`src/rtl/itoa_pkg.sv`:
```
`timescale 1ns / 1ps
// ----------------------------------------------------------------------------
// itoa_pkg: shared types and constants for the integer to ASCII converter
// Request and result structs, cell link types, state codes and the digit map.
// ----------------------------------------------------------------------------
package itoa_pkg;

    localparam int VALUE_WIDTH = 32;
    localparam int NUM_CELLS   = VALUE_WIDTH;   // base 2 needs one digit per bit
    localparam int DIGIT_W     = 4;
    localparam int RADIX_W     = 5;
    localparam int CHAR_W      = 8;

    localparam logic [RADIX_W-1:0] RADIX_MIN = RADIX_W'(2);
    localparam logic [RADIX_W-1:0] RADIX_MAX = RADIX_W'(16);
    localparam logic [RADIX_W-1:0] RADIX_DEC = RADIX_W'(10);

    localparam logic [CHAR_W-1:0] CHAR_NUL   = 8'h00;
    localparam logic [CHAR_W-1:0] CHAR_MINUS = 8'h2d;
    localparam logic [CHAR_W-1:0] CHAR_ZERO  = 8'h30;
    localparam logic [CHAR_W-1:0] CHAR_LOW_A = 8'h61;

    typedef struct packed {
        logic [31:0]        value;
        logic [RADIX_W-1:0] base;
        logic               is_signed;
    } t_itoa_req;

    typedef struct packed {
        logic [CHAR_W-1:0] char_code;
        logic              last;
        logic              base_error;
    } t_itoa_res;

    // Carry token handed from one cell to the next
    typedef struct packed {
        logic carry;
        logic valid;
    } t_itoa_link;

    typedef struct packed {
        logic clear;
        logic shift;
    } t_itoa_cell_ctrl;

    typedef enum logic [2:0] {
        ST_IDLE,
        ST_ERR,
        ST_SIGN,
        ST_CONV,
        ST_EMIT,
        ST_TERM
    } t_itoa_state;

    function automatic logic [CHAR_W-1:0] digit_char(input logic [DIGIT_W-1:0] d);
        logic [CHAR_W-1:0] c;
        if (d < DIGIT_W'(10)) begin
            c = CHAR_ZERO + CHAR_W'(d);
        end else begin
            c = CHAR_LOW_A + CHAR_W'(d) - CHAR_W'(10);
        end
        return c;
    endfunction

endpackage

```
`src/rtl/itoa_cell.sv`:
```
`timescale 1ns / 1ps
// ----------------------------------------------------------------------------
// itoa_cell: one digit of the radix conversion chain
// Holds one digit; doubles it and adds the incoming carry, reduces by the
// radix and passes the carry on. Clear zeroes it; in shift mode it takes the digit from below.
// ----------------------------------------------------------------------------
module itoa_cell (
    input  logic                            i_clk,
    input  logic                            i_rst_n,
    input  itoa_pkg::t_itoa_cell_ctrl       i_ctrl,
    input  logic [itoa_pkg::RADIX_W-1:0]    i_radix,
    input  itoa_pkg::t_itoa_link            i_link,
    input  logic [itoa_pkg::DIGIT_W-1:0]    i_digit,
    output itoa_pkg::t_itoa_link            o_link,
    output logic [itoa_pkg::DIGIT_W-1:0]    o_digit
);
    import itoa_pkg::*;

    logic [DIGIT_W-1:0] r_digit;
    logic [DIGIT_W-1:0] n_digit;
    t_itoa_link         r_link;
    t_itoa_link         n_link;
    logic [RADIX_W-1:0] w_dbl;
    logic [RADIX_W-1:0] w_red;
    logic               w_ge;

    assign w_dbl = {r_digit, i_link.carry};
    assign w_ge  = (w_dbl >= i_radix);
    assign w_red = w_dbl - i_radix;

    always_comb begin
        n_digit = r_digit;
        n_link  = '0;
        priority if (i_ctrl.clear) begin
            n_digit = '0;
        end else if (i_ctrl.shift) begin
            n_digit = i_digit;
        end else if (i_link.valid) begin
            n_digit      = w_ge ? w_red[DIGIT_W-1:0] : w_dbl[DIGIT_W-1:0];
            n_link.carry = w_ge;
            n_link.valid = 1'b1;
        end else begin
            // Hold the digit while no carry token passes
            n_digit = r_digit;
        end
    end

    always_ff @(posedge i_clk) begin
        if (!i_rst_n) begin
            r_link <= '0;
        end else begin
            r_link <= n_link;
        end
    end

    always_ff @(posedge i_clk) begin
        r_digit <= n_digit;
    end

    assign o_link  = r_link;
    assign o_digit = r_digit;

endmodule

```
`src/rtl/integer_to_ascii_radix.sv`:
```
`timescale 1ns / 1ps
// ----------------------------------------------------------------------------
// integer_to_ascii_radix: integer to ASCII string, bases 2 to 16
// Converts a 32-bit value into lowercase ASCII digits followed by a NUL.
// ----------------------------------------------------------------------------
// Raise start with a request on i_req while busy is low; the request is taken
// at that edge and busy stays high until the cycle that carries the
// terminating NUL; a new request may be taken at the edge that takes the NUL.
// Characters leave most significant first, one per o_strobe pulse, and the
// receiver cannot stall them: sample o_res on every cycle o_strobe is high.
// The NUL carries last, and base_error when the base was outside 2..16 (then
// the NUL is the only character). A request with a valid base runs the
// conversion wave through the row of 32 digit cells, shifts the row out
// past leading zeros and then sends the NUL; a negative decimal value sends
// its '-' sign before the conversion. An invalid base goes straight to the NUL.
// ----------------------------------------------------------------------------
module integer_to_ascii_radix (
    input  logic                  i_clk,
    input  logic                  i_rst_n,
    input  logic                  start,
    input  itoa_pkg::t_itoa_req   i_req,
    output logic                  busy,
    output logic                  o_strobe,
    output itoa_pkg::t_itoa_res   o_res
);
    import itoa_pkg::*;

    localparam int CONV_CYCLES = VALUE_WIDTH + NUM_CELLS - 1;
    localparam int CNT_W       = $clog2(CONV_CYCLES + 1);
    localparam int REM_W       = $clog2(NUM_CELLS + 1);
    localparam logic [CNT_W-1:0] CONV_LAST = CNT_W'(CONV_CYCLES - 1);
    localparam logic [CNT_W-1:0] FEED_END  = CNT_W'(VALUE_WIDTH);

    t_itoa_state              r_state;
    t_itoa_state              n_state;
    logic [CNT_W-1:0]         r_cnt;
    logic [CNT_W-1:0]         n_cnt;
    logic [REM_W-1:0]         r_rem;
    logic [REM_W-1:0]         n_rem;
    logic                     r_seen;
    logic                     n_seen;
    logic [VALUE_WIDTH-1:0]   r_mag;
    logic [VALUE_WIDTH-1:0]   n_mag;
    logic [RADIX_W-1:0]       r_radix;
    logic [RADIX_W-1:0]       n_radix;
    logic                     r_strobe;
    logic                     n_strobe;
    t_itoa_res                r_res;
    t_itoa_res                n_res;

    logic                     w_accept;
    logic                     w_bad_base;
    logic                     w_neg;
    logic [VALUE_WIDTH-1:0]   w_val;
    logic [DIGIT_W-1:0]       w_top;
    logic                     w_skip;
    t_itoa_cell_ctrl          w_ctrl;

    t_itoa_link               w_link  [NUM_CELLS+1];
    logic [DIGIT_W-1:0]       w_digit [NUM_CELLS+1];

    assign w_accept   = start && (r_state == ST_IDLE);
    assign w_val      = i_req.value[VALUE_WIDTH-1:0];
    assign w_bad_base = (i_req.base < RADIX_MIN) || (i_req.base > RADIX_MAX);
    // Sign shows only in base 10
    assign w_neg      = i_req.is_signed && (i_req.base == RADIX_DEC) &&
                        w_val[VALUE_WIDTH-1];

    // Most significant digit sits in the top cell
    assign w_top  = w_digit[NUM_CELLS];
    // Drop a leading zero unless it is the last digit left
    assign w_skip = (w_top == '0) && !r_seen && (r_rem != REM_W'(1));

    // ------------------------------------------------------------------
    // Cell row: bottom cell gets one value bit per cycle, MSB first
    // ------------------------------------------------------------------
    assign w_ctrl.clear = w_accept;
    assign w_ctrl.shift = (r_state == ST_EMIT);

    assign w_link[0].carry = r_mag[VALUE_WIDTH-1];
    assign w_link[0].valid = (r_state == ST_CONV) && (r_cnt < FEED_END);
    assign w_digit[0]      = '0;

    for (genvar g = 0; g < NUM_CELLS; g++) begin : g_cell
        itoa_cell u_cell (
            .i_clk   (i_clk),
            .i_rst_n (i_rst_n),
            .i_ctrl  (w_ctrl),
            .i_radix (r_radix),
            .i_link  (w_link[g]),
            .i_digit (w_digit[g]),
            .o_link  (w_link[g+1]),
            .o_digit (w_digit[g+1])
        );
    end

    // ------------------------------------------------------------------
    // Next state
    // ------------------------------------------------------------------
    always_comb begin
        n_state = r_state;
        unique case (r_state)
            ST_IDLE: begin
                if (start) begin
                    priority if (w_bad_base) begin
                        n_state = ST_ERR;
                    end else if (w_neg) begin
                        n_state = ST_SIGN;
                    end else begin
                        n_state = ST_CONV;
                    end
                end
            end
            ST_ERR:  n_state = ST_IDLE;
            ST_SIGN: n_state = ST_CONV;
            ST_CONV: begin
                if (r_cnt == CONV_LAST) begin
                    n_state = ST_EMIT;
                end
            end
            ST_EMIT: begin
                if (r_rem == REM_W'(1)) begin
                    n_state = ST_TERM;
                end
            end
            ST_TERM: n_state = ST_IDLE;
            default: n_state = ST_IDLE;
        endcase
    end

    // ------------------------------------------------------------------
    // Datapath and result outputs
    // ------------------------------------------------------------------
    always_comb begin
        n_cnt    = r_cnt;
        n_rem    = r_rem;
        n_seen   = r_seen;
        n_mag    = r_mag;
        n_radix  = r_radix;
        n_strobe = 1'b0;
        n_res    = '0;
        unique case (r_state)
            ST_IDLE: begin
                if (start) begin
                    // Latch the magnitude; two's complement negate covers the
                    // most negative value too
                    n_mag   = w_neg ? (~w_val + VALUE_WIDTH'(1)) : w_val;
                    n_radix = i_req.base;
                    n_cnt   = '0;
                    n_seen  = 1'b0;
                end
            end
            ST_ERR: begin
                n_strobe         = 1'b1;
                n_res.char_code  = CHAR_NUL;
                n_res.last       = 1'b1;
                n_res.base_error = 1'b1;
            end
            ST_SIGN: begin
                n_strobe        = 1'b1;
                n_res.char_code = CHAR_MINUS;
            end
            ST_CONV: begin
                n_cnt = r_cnt + CNT_W'(1);
                n_mag = {r_mag[VALUE_WIDTH-2:0], 1'b0};
                n_rem = REM_W'(NUM_CELLS);
            end
            ST_EMIT: begin
                n_rem = r_rem - REM_W'(1);
                if (!w_skip) begin
                    n_seen          = 1'b1;
                    n_strobe        = 1'b1;
                    n_res.char_code = digit_char(w_top);
                end
            end
            ST_TERM: begin
                n_strobe        = 1'b1;
                n_res.char_code = CHAR_NUL;
                n_res.last      = 1'b1;
            end
            default: begin
                n_strobe = 1'b0;
            end
        endcase
    end

    always_ff @(posedge i_clk) begin
        if (!i_rst_n) begin
            r_state  <= ST_IDLE;
            r_strobe <= 1'b0;
            r_cnt    <= '0;
            r_rem    <= '0;
            r_seen   <= 1'b0;
        end else begin
            r_state  <= n_state;
            r_strobe <= n_strobe;
            r_cnt    <= n_cnt;
            r_rem    <= n_rem;
            r_seen   <= n_seen;
        end
    end

    always_ff @(posedge i_clk) begin
        r_mag   <= n_mag;
        r_radix <= n_radix;
        r_res   <= n_res;
    end

    assign busy     = (r_state != ST_IDLE);
    assign o_strobe = r_strobe;
    assign o_res    = r_res;

endmodule

```
`config.mk`:
```
export PLATFORM = sky130hd
export DESIGN_NAME = integer_to_ascii_radix
export DESIGN_NICKNAME = d
export VERILOG_FILES = /design/src/rtl/itoa_pkg.sv /design/src/rtl/itoa_cell.sv /design/src/rtl/integer_to_ascii_radix.sv
export SDC_FILE = /design/constraint.sdc
export NUM_CORES = 1
export LEC_CHECK = 0
export ABC_CLOCK_PERIOD_IN_PS = 4850
export BUFFER_PORTS_ARGS = -buffer_cell sky130_fd_sc_hd__buf_2
export CAP_MARGIN = 10
export CORE_MARGIN = 5
export CORE_UTILIZATION = 60
export CTS_BUF_LIST = sky130_fd_sc_hd__clkbuf_16
export DETAILED_ROUTE_END_ITERATION = 16
export PLACE_DENSITY = 0.77
export SLEW_MARGIN = 10
export SYNTH_ARGS = -nofsm -noshare
export SYNTH_HDL_FRONTEND = slang
export SYNTH_SLANG_ARGS = --single-unit
```
`constraint.sdc`:
```
create_clock -name i_clk -period 4.85 [get_ports i_clk]
set_clock_uncertainty 0.2 [all_clocks]
set_input_delay 0.97 -clock i_clk [delete_from_list [all_inputs] [get_ports i_clk]]
set_output_delay 0.97 -clock i_clk [all_outputs]
set_load 0.005 [all_outputs]
```
# --- Yosys cells after proc, flatten, opt, wreduce, memory -nomap -nowiden ---
# Cells that the tools add are included.
word_totals:
  ff_bits: 254
  wordCells: 455
classes:
  add_sub_neg: 38
  n_lt_le_gt_ge: 36
  n_eq_ne: 13
  mux: 147
  bitwise_logic: 33
  n_reduce_logical: 84
ops:
  columns: ["op", "n"]
  rows:
  - ["4-bit 2-to-1 mux", 94]
  - ["5-bit >= comparator", 32]
  - ["4-bit subtractor", 32]
  - ["4-bit OR reduction", 31]
  - ["2-bit nonzero test", 34]
  - ["32-bit 2-to-1 mux", 2]
  - ["32-bit case mux with 2 select lines", 1]
  - ["1-bit 2-to-1 mux", 37]
  - ["32-bit by 1-bit adder with 32-bit output (second input constant)", 1]
  - ["1-bit NOT", 32]
  - ["32-bit NOT", 1]
  - ["6-bit case mux with 2 select lines", 2]
  - ["8-bit 2-to-1 mux", 2]
  - ["8-bit case mux with 2 select lines", 1]
  - ["3-bit case mux with 4 select lines", 1]
  - ["3-bit 2-to-1 mux", 3]
  - ["7-bit by 4-bit adder with 8-bit output (first input constant)", 1]
  - ["8-bit by 4-bit subtractor with 8-bit output (second input constant)", 1]
  - ["6-bit by 4-bit adder with 7-bit output (first input constant)", 1]
  - ["6-bit by 1-bit adder with 6-bit output (second input constant)", 1]
  - ["3-bit by 2-bit == test with 1-bit output (second input constant)", 2]
  - ["3-bit == test (second input constant)", 2]
  - ["6-bit by 1-bit == test with 1-bit output (second input constant)", 1]
  - ["6-bit == test (second input constant)", 1]
  - ["other kinds (23)", 35]

# --- Longest topological paths before layout ---
# Gate-level depths: netlist of the first run.
logic_depth:
  depth_word: 7
  ltp_mapped: 8
  mapped_depth_nobuf: 7

# --- Modules after synthesis ---
# A second synthesis of the first run with hierarchy kept.
hier_totals:
  cells_unflattened: 2213
  hier_area_um2: 19642.6
by_module_without_submodules:
  columns: ["module", "instances", "cells_each", "area_per_inst_um2"]
  rows:
  - ["itoa_cell at g_cell[10].u_cell ...", 24, 58, 510.5]
  - ["itoa_cell at g_cell[0].u_cell ...", 8, 58, 506.7]
  - ["integer_to_ascii_radix", 1, 357, 3337.0]

# --- Worst setup path after synthesis of the first run ---
# Ideal clock, no wire load.
synth_path:
  kind: "flip-flop to flip-flop"
  from: "register r_radix[1]"
  to: "register g_cell[0].u_cell.r_digit[0]"
  arrival_ns: 3.901
  required_time_ns: 4.533
  slack_ns: 0.632
  path_stages_with_launch: 8
  period_less_slack_ns: 4.218
  cell_sequence: "edfxtp_1 inv_1 ha_1 nand2_1 o21ai_0 a31oi_1 a21oi_1 a32o_1"
synth_via:
  elab_chain_len: 2
synth_lines:
  columns: ["item", "line", "rtl"]
  rows:
  - ["start, declared", "integer_to_ascii_radix.sv:44", "logic [RADIX_W-1:0] r_radix;"]
  - ["start signal, assigned", "integer_to_ascii_radix.sv:205", "r_radix <= n_radix;"]
  - ["5-bit >= comparator", "itoa_cell.sv:28", "assign w_ge = (w_dbl >= i_radix);"]
  - ["4-bit 2-to-1 mux", "itoa_cell.sv:39", "n_digit = w_ge ? w_red[DIGIT_W-1:0] : w_dbl[DIGIT_W-1:0];"]
  - ["end signal, assigned", "itoa_cell.sv:57", "r_digit <= n_digit;"]
  - ["end, declared", "itoa_cell.sv:19", "logic [DIGIT_W-1:0] r_digit;"]
# Every way passes these cells.
# A chain may end at the register's enable or synchronous reset.

# --- Worst setup path after layout of the first run ---
layout_path:
  from: "register r_radix[4]"
  to: "register g_cell[0].u_cell.r_digit[1]"
# The elaborated chain is that of the path after synthesis.

==> impl_results.md, run 1 <==
* Synthesized instance count at 1,785
* GRT Overall Usage at 23.9%
* TritonCTS clock tree: yes
* Syn avg cell area at 9.17 um2
* Pwr/cell area at 275 nW/um2
* Largest net degree at the start of global routing at 185
* Startpoint class of the critical path: register
* Final setup violation count at 0
* Beginning of the worst hold path: r_cnt[4]
* Critical Path Sink Type: register
* Root buffer selected by CTS: clkbuf_16
* Worst hold path type: reg2reg
* Reg clk slew, reported paths at 60 ps
* Die height at 175 um
* Finished Layout Cells at 2,169
* RR Endpoint: g_cell[0].u_cell.o_digit[1]
* # rows at 60
* GR Util met2 at 42.9%
* Pins over their slew limit at 0
* # H-tree levels at 1
* Number of global-route vias before repair at 13,348
* Most frequent cells after synthesis: 216 x dfxtp_1, 180 x a21oi_1, 167 x ha_1
* Leakage at 0.00686 uW
* CP Class: reg2reg
* Latest clock arrival within the worst-skew pair at 550 ps
* CTS Sinks at 253
* Number of CTS-inserted buffers at 28
* GR Util met3 at 2.66%
* First-pass GRT wire length at 63.3 mm
* Logic pwr share at 13.9%
* Wire length per cell at 17.1 um
* Maximum Capacitance Violations at 0
* Reg2reg start: r_radix[4]
* Least-Margin Pin Slew at 1090 ps
* Area leader, netlist: dfxtp_1
* Post-Syn Nets at 2,025
* Slew headroom at 27.3%
* YS warnings at 0
* WL final at 37.1 mm
* Share of layout cells above drive strength 1 at 9.46%
* Setup Fix Bufs, Post-CTS at 0
* DR vias at 13,384
* Routability cong. at 0.826
* Cells after DPL at 2,118
* Post-synthesis register bit count at 253
* Post-synth EDFFs at 37
* Hold_buf cts at 0
* GRT busiest layer: met2
* Crit path time final at 3240 ps
* Critical path required time at 5090 ps
* Post-layout util at 65.9%
* Synth Cell Area at 16,400 um2
* Setup TNS at 0 ps
* R2R cell count at 7
* Die ar. at 30,700 um2
* Register area share after synthesis at 33.2%
* Reg-to-reg slack, setup at 1610 ps
* HPWL after DPL at 24.0 mm
* Switching share of power at 26.7%
* Drt drc at 0
* Share of the synthesized area in the top cell type at 26.4%
* Final Cycle Share at 66.8%
* Ys async rst share at 0%
* Clk network pwr share at 40.7%
* IO Count at 53
* Vias/cell at 6.17
* Net Sw Power at 1300 uW
* Flop pwr share at 45.4%
* Synth Flop Type: dfxtp_1
* ANT nets after route at 0
* WHS Path Cells at 1
* Crit Path Max Fanout at 17
* Final Hold Fails at 0
* RSZ-0062 raised after global routing: false
* Max rail drop VDD at 0.257 mV
* Grt total ovfl at 0
* Clk buf depth at 3
* M1 GR Usage at 30.7%
* Hold EP: r_cnt[4]
* WP data arrival at 3480 ps
* Most frequent cell after synthesis: dfxtp_1
* Synth top area cells: dfxtp_1 26%, ha_1 13%, edfxtp_1 6.8%, a21oi_1 5.5%, xnor2_1 4.9%
* Synth cell types at 51
* Nets at 2,047
* Pint at 3580 uW
* P&R area growth vs syn at 8.41%
* PostCTS Resize Cnt at 0
* Max Freq at 309 MHz
* Initial antenna violation count at 0
* Initial Util at 60.8%
* Initial DRC count at 868
* Antenna diode count at 0
* 1st-pass router iterations at 6
* Core box area at 27,000 um2
* Die width at 175 um
* PortBufs at 51
* Status: completed
## stage by stage
stage / total power, uW / hold WS [ps] / area, um2 / setup slack, ps
final: 4880 / 269 / 17800 / 1610
after global routing: 5090 / 281 / 17800 / 1460
after CTS: 4910 / 268 / 17800 / 1600
after detailed placement: 2930 / 259 / 16900 / 1560
after global placement: 2910 / 259 / 16900 / 1670
after floorplan: 2740 / 232 / 16400 / 632
## worst max-delay path by stage
stage,start,to,slack (ps),cells past startpoint
after floorplan,r_radix[1],g_cell[0].u_cell.o_digit[0],630,7
after global placement,i_req[12],r_mag[20],1670,6
after detailed placement,r_radix[4],g_cell[0].u_cell.o_digit[0],1560,7
after CTS,r_radix[4],g_cell[12].u_cell.o_digit[0],1600,7
after global routing,r_radix[4],g_cell[7].u_cell.o_digit[0],1460,7
final,r_radix[4],g_cell[0].u_cell.o_digit[1],1610,7
## state kept, by name (all words and copies together), names as in the netlist
register / flops
o_res: 9
g_cell.u_cell.o_link: 62
g_cell.u_cell.o_digit: 128
r_mag: 32
r_radix: 5
r_rem: 6
o_strobe: 1
r_seen: 1
r_state: 3
r_cnt: 6
## cells in the final DEF, fill, tap and decap left out, types with 3 or more instances in the layout
cell / synthesis / layout
a21o_1: 33 / 33
clkbuf_16: 0 / 29
nor3_1: 49 / 49
nor2_1: 42 / 40
a31oi_1: 74 / 74
fa_1: 32 / 32
clkinv_2: 0 / 6
dfxtp_1: 216 / 216
o21ai_0: 42 / 41
xnor2_1: 92 / 92
a41oi_1: 5 / 5
mux2i_1: 68 / 68
or4_1: 6 / 6
a21oi_1: 180 / 180
clkinv_1: 0 / 12
buf_2: 18 / 51
o21ai_1: 31 / 31
and3_1: 33 / 33
ha_1: 167 / 167
nor3b_1: 95 / 94
and2_1: 35 / 35
inv_1: 110 / 111
nand3_1: 7 / 7
nor2b_1: 5 / 5
nand2b_1: 36 / 36
edfxtp_1: 37 / 37
a21boi_0: 3 / 3
mux2_2: 61 / 61
nor4_1: 3 / 3
o22ai_1: 125 / 125
nand2_1: 101 / 101
buf_4: 1 / 10
## area by class of cell
class	count	area (um2)
inverter	110	413
fill	2201	9200
clock buffer	29	726
clock inverter	22	116
sequential	253	5440
multi-input combinational	1351	10300
timing repair buffer	63	370
tap	341	427
## power groups by stage
| stage | clock network (uW) | registers (uW) | logic (uW) |
|---|---|---|---|
| 2_1_floorplan | 0 | 2260 | 476 |
| 3_3_place_gp | 0 | 2260 | 650 |
| 3_5_place_dp | 0 | 2260 | 672 |
| 4_1_cts | 2020 | 2210 | 678 |
| 5_1_grt | 2110 | 2220 | 758 |
| 6_report | 1980 | 2210 | 677 |
## cells by family (layout without fill, tap and decap cells)
group | after synthesis | count (layout) | synth area share [%]
xor+xnor | 94 | 94 | 5.03
simple gates | 425 | 425 | 14.6
mux | 129 | 129 | 8.35
buf+inv | 181 | 224 | 4.31
other cells | 1 | 1 | 0.0229
fa+ha+maj | 199 | 199 | 16.7
compound gates | 503 | 503 | 17.8
flops | 253 | 253 | 33.2
## metal layers
metal  part of all wire [%]  wire, um
met1                     45     16600
met2                     49     18200
met3                    4.1      1520
met4                    2.1       777
met5                      0         0
## worst max-delay path, cell delays in order, from the launching register on
cell      delay [ps]
edfxtp_1         320
clkinv_1         750
buf_4            550
ha_1             320
a21o_1           180
a31oi_1          450
a21oi_1          140
a32o_1           230
Note: power is estimated with default switching activity, not from simulation.
==> inputs of run 2 (changes only) <==
ABC_CLOCK_PERIOD_IN_PS = 3150   (was 4850)
clock period = 3.15 ns   (was 4.85 ns; I/O delays follow)
==> run 2 against run 1 <==
Sequential share of layout area down 0.84 points. Combinational power up 65%. Sequential power up 54%. Hold slack worse by 180 ps.
==> impl_results.md, run 2 (synthesized netlist as in run 1, its figures left out) <==
* Final Cycle Share at 83.7%
* DR vias at 13,284
* Worst path buffer plus inverter count at 2
* Crit Path Max Fanout at 25
* Number of global-route vias before repair at 13,312
* Max Freq at 379 MHz
* Vias/cell at 6.11
* Net Sw Power at 2020 uW
* Leading cell types in the layout, fill and taps excluded: 216 x dfxtp_1, 179 x a21oi_1, 166 x ha_1
* # rows at 60
* Pins over their slew limit at 0
* Maximum Capacitance Violations at 0
* Largest net degree at the start of global routing at 132
* Clk buf depth at 3
* Slew headroom at 45.3%
* Number of CTS-inserted buffers at 29
* Final setup violation count at 0
* Crit path time final at 2640 ps
* Overall power at 7500 uW
* Initial DRC count at 806
* Startpoint class of the critical path: register
* Root buffer selected by CTS: clkbuf_16
* CP cell instances: clkinv_1, buf_12, ha_1, a21o_1, a31oi_4, a21oi_1, a32o_1
* CP Class: reg2reg
* Slowest CP cell: clkinv_1
* # H-tree levels at 1
* Die width at 175 um
* Logic pwr share at 15.0%
* Clk network pwr share at 39.6%
* Least-Margin Pin Slew at 821 ps
* Setup Fix Bufs, Post-CTS at 0
* CTS Sinks at 253
* Commonest non-fill, non-tap cell in the layout: dfxtp_1
* HPWL after DPL at 24.5 mm
* GRT Overall Usage at 23.9%
* Reg clk slew, reported paths at 60 ps
* Final Hold Fails at 0
* ANT nets after route at 0
* WL final at 37.1 mm
* Fin area at 18,300 um2
* Die ar. at 30,700 um2
* Status: completed
* PostCTS Resize Cnt at 0
* Drt drc at 0
* Max incr delay on CP at 430 ps
* WP data arrival at 2870 ps
* Grt total ovfl at 0
* Initial Util at 60.8%
* Routability cong. at 0.853
* Leakage at 0.00733 uW
* Core box area at 27,000 um2
* IO Count at 53
* Max rail drop VDD at 0.406 mV
* First-pass GRT wire length at 63.3 mm
* Switching share of power at 27.0%
* Critical Path Sink Type: register
* Wire length per cell at 17.0 um
* Pwr/cell area at 411 nW/um2
* 1st-pass router iterations at 5
* Latest clock arrival within the worst-skew pair at 540 ps
* Worst hold path type: in2reg
* Nets at 2,053
* Critical path required time at 3380 ps
* Max reg flops at 128
* TritonCTS clock tree: yes
* Pint at 5480 uW
* Kind of cell adding the most delay to the critical path: compound AO/OA/AOI/OAI gates
* Area after DPL at 17,400 um2
* P&R area growth vs syn at 11.5%
* Initial antenna violation count at 0
* Hold_buf cts at 0
* Share of layout cells above drive strength 1 at 11.8%
* Flop pwr share at 45.5%
* Antenna diode count at 0
* Die height at 175 um
* RSZ-0062 raised after global routing: false
* PortBufs at 51
run 2: power groups by stage:
| stage | sequential, uW | clock [uW] | combinational, uW |
|---|---|---|---|
| after floorplan | 3490 | 0 | 790 |
| after global placement | 3480 | 0 | 1080 |
| after detailed placement | 3480 | 0 | 1120 |
| after CTS | 3410 | 3030 | 1130 |
| after global routing | 3420 | 3160 | 1240 |
| final | 3410 | 2970 | 1120 |
run 2: routing by layer:
| layer | up-vias | part of all wire (%) | track usage [%] |
|---|---|---|---|
| met2 | 236 | 50 | 43.9 |
| met4 | 0 | 2.2 | 5.89 |
| met5 | - | 0 | 0 |
| li1 | 6609 | - | - |
| met3 | 61 | 3.7 | 2.77 |
| met1 | 6378 | 44 | 29.9 |
run 2: through the flow:
stage / util [%] / worst slack, ps / TNS, ps / hold WS (ps) / cells
3_5_place_dp: 64.7 / 276 / 0 / 259 / 2123
2_1_floorplan: - / -942 / -138090 / 232 / 1785
4_1_cts: 67.7 / 465 / 0 / 63.9 / 2175
5_1_grt: 67.7 / 406 / 0 / 70.2 / 2175
6_report: 67.7 / 514 / 0 / 87.3 / 2175
3_3_place_gp: 64.7 / 307 / 0 / 249 / 2123
run 2: area by class of cell:
type | instances | area, um2
Fill cell | 2120 | 8700
Clock inverter | 23 | 97.6
Clock buffer | 29 | 726
Inverter | 110 | 413
Tap cell | 341 | 427
Timing Repair Buffer | 68 | 508
Sequential cell | 253 | 5440
Multi-Input combinational cell | 1351 | 10600
run 2: worst paths after layout:
path               from                     endpoint  slack [ps]  cells after the start
max          r_radix[4]  g_cell[0].u_cell.o_digit[0]         510                      7
min            i_req[4]                   r_radix[3]          90                      1
max reg2reg  r_radix[4]  g_cell[0].u_cell.o_digit[0]         510                      7
min reg2reg    r_cnt[4]                     r_cnt[4]         280                      1
==> inputs of run 3 (changes only) <==
ABC_CLOCK_PERIOD_IN_PS = 2500   (was 3150)
clock period = 2.5 ns   (was 3.15 ns; I/O delays follow)
==> run 3 against run 2 <==
Clock power grew 41%. Die area unchanged. Critical endpoint is now g_cell[19].u_cell.o_digit[1]. Total power grew 33%. Highest routed layer unchanged. Maximum frequency grew 13%. Sequential share of layout area fell by 0.91 points.
==> impl_results.md, run 3 (synthesized netlist as in run 1, its figures left out) <==
* Critical Path Sink Type: register
* Filler cells at 2,057
* Pins over their slew limit at 0
* Initial antenna violation count at 0
* Reg area at 5440 um2
* Final hold slack at 140 ps
* Drt drc at 0
* CP Class: reg2reg
* Leakage at 0.00760 uW
* Final WS setup at 175 ps
* Core box area at 27,000 um2
* PostCTS Resize Cnt at 0
* Critical path required time at 2770 ps
* Net Sw Power at 2700 uW
* Die ar. at 30,700 um2
* Max incr delay on CP at 380 ps
* Status: completed
* Number of CTS-inserted buffers at 29
* Initial DRC count at 814
* TritonCTS clock tree: yes
* DR vias at 13,642
* Max rail drop VDD at 0.566 mV
* IO Count at 53
* Flop pwr share at 42.9%
* Initial Util at 60.8%
* Maximum Capacitance Violations at 0
* Nets at 2,099
* Kind of cell adding the most delay to the critical path: compound AO/OA/AOI/OAI gates
* Die height at 175 um
* WL final at 39.0 mm
* Die width at 175 um
* Vias/cell at 6.14
* CP cell instances: clkinv_1, buf_12, ha_1, a21o_1, a31oi_1, o21ai_2, mux2_4, o22ai_1
* Latest clock arrival within the worst-skew pair at 570 ps
* Leading cell types in the layout, fill and taps excluded: 216 x dfxtp_1, 179 x a21oi_1, 166 x ha_1
* 1st-pass router iterations at 5
* CTS Sinks at 253
* First-pass GRT wire length at 65.7 mm
* Footprint of the multi-input gates at 10,600 um2
* Share of layout cells above drive strength 1 at 14.0%
* ANT nets after route at 0
* Max reg flops at 128
* Root buffer selected by CTS: clkbuf_16
* Least-Margin Pin Slew at 545 ps
* Worst path buffer plus inverter count at 2
* Crit Path Max Fanout at 32
* Final setup violation count at 0
* Slew headroom at 63.3%
* # rows at 60
* Startpoint class of the critical path: register
* Antenna diode count at 0
* Clk network pwr share at 41.9%
* Grt total ovfl at 0
* # H-tree levels at 1
* Crit path time final at 2330 ps
* Largest net degree at the start of global routing at 67
* Worst hold path type: in2reg
* Commonest non-fill, non-tap cell in the layout: dfxtp_1
* Slowest CP cell: ha_1
* Pint at 7310 uW
* Max Freq at 430 MHz
* Reg clk slew, reported paths at 60 ps
* Pwr/cell area at 532 nW/um2
* RSZ-0062 raised after global routing: false
* Post-layout util at 69.9%
* Final Cycle Share at 93.0%
* P&R area growth vs syn at 15.0%
* GRT Overall Usage at 25.0%
* PortBufs at 51
* Logic pwr share at 15.2%
* Final Hold Fails at 0
* Switching share of power at 27.0%
* HPWL after DPL at 25.8 mm
* Routability cong. at 0.866
* WP data arrival at 2600 ps
* Wire length per cell at 17.6 um
* Number of global-route vias before repair at 13,569
* Clk buf depth at 3
* Dpl ws at -120 ps
-- run 3: power groups by stage --
stage	Clock (uW)	Sequential (uW)	Combinational, uW
after CTS	4250	4290	1530
after global routing	4430	4300	1680
after global placement	0	4380	1440
final	4190	4290	1520
after detailed placement	0	4380	1510
after floorplan	0	4390	998
-- run 3: path summary, 6_finish.rpt --
check,from,end,cells past startpoint,slack [ps]
setup / recovery,r_radix[2],g_cell[19].u_cell.o_digit[1],8,170
hold / removal,i_req[20],r_mag[14],3,140
setup reg to reg,r_radix[2],g_cell[19].u_cell.o_digit[1],8,170
hold reg to reg,r_cnt[4],r_cnt[4],1,270
-- run 3: final cells by class --
| class | count | area share, % |
|---|---|---|
| Inverter | 110 | 2.21 |
| Clock buffer | 32 | 4.25 |
| Tap cell | 341 | 2.27 |
| Timing Repair Buffer | 114 | 5.06 |
| Clock inverter | 22 | 0.784 |
| Multi-Input combinational cell | 1351 | 56.6 |
| Sequential cell | 253 | 28.9 |
-- run 3: stage by stage --
step	cell area [um2]	TNS [ps]	cells	power, uW
6_report	18800	0	2223	10000
5_1_grt	18800	0	2223	10400
4_1_cts	18800	0	2221	10100
3_5_place_dp	17800	-575	2162	5890
3_3_place_gp	17800	-274	2162	5820
2_1_floorplan	16800	-241440	1785	5390
-- run 3: repair_timing --
item | 4_1_cts | 5_1_grt
endpoints found under the hold margin | 5 | 0
endpoints found under the setup margin | 0 | 1
hold buffers | 5 | 0
setup buffers | 0 | 2
-- run 3: worst min-delay path, cell delays in order --
cell	delay [ps]
buf_2	100
xnor2_1	70
o21ai_0	120
-- run 3: routing by layer --
layer | GRT usage [%] | part of all wire [%] | wire length [um]
met3 | 3.42 | 5.0 | 1960
met2 | 45.2 | 50 | 19500
met4 | 6.42 | 2.1 | 833
met1 | 31.5 | 43 | 16800
met5 | 0 | 0 | 0
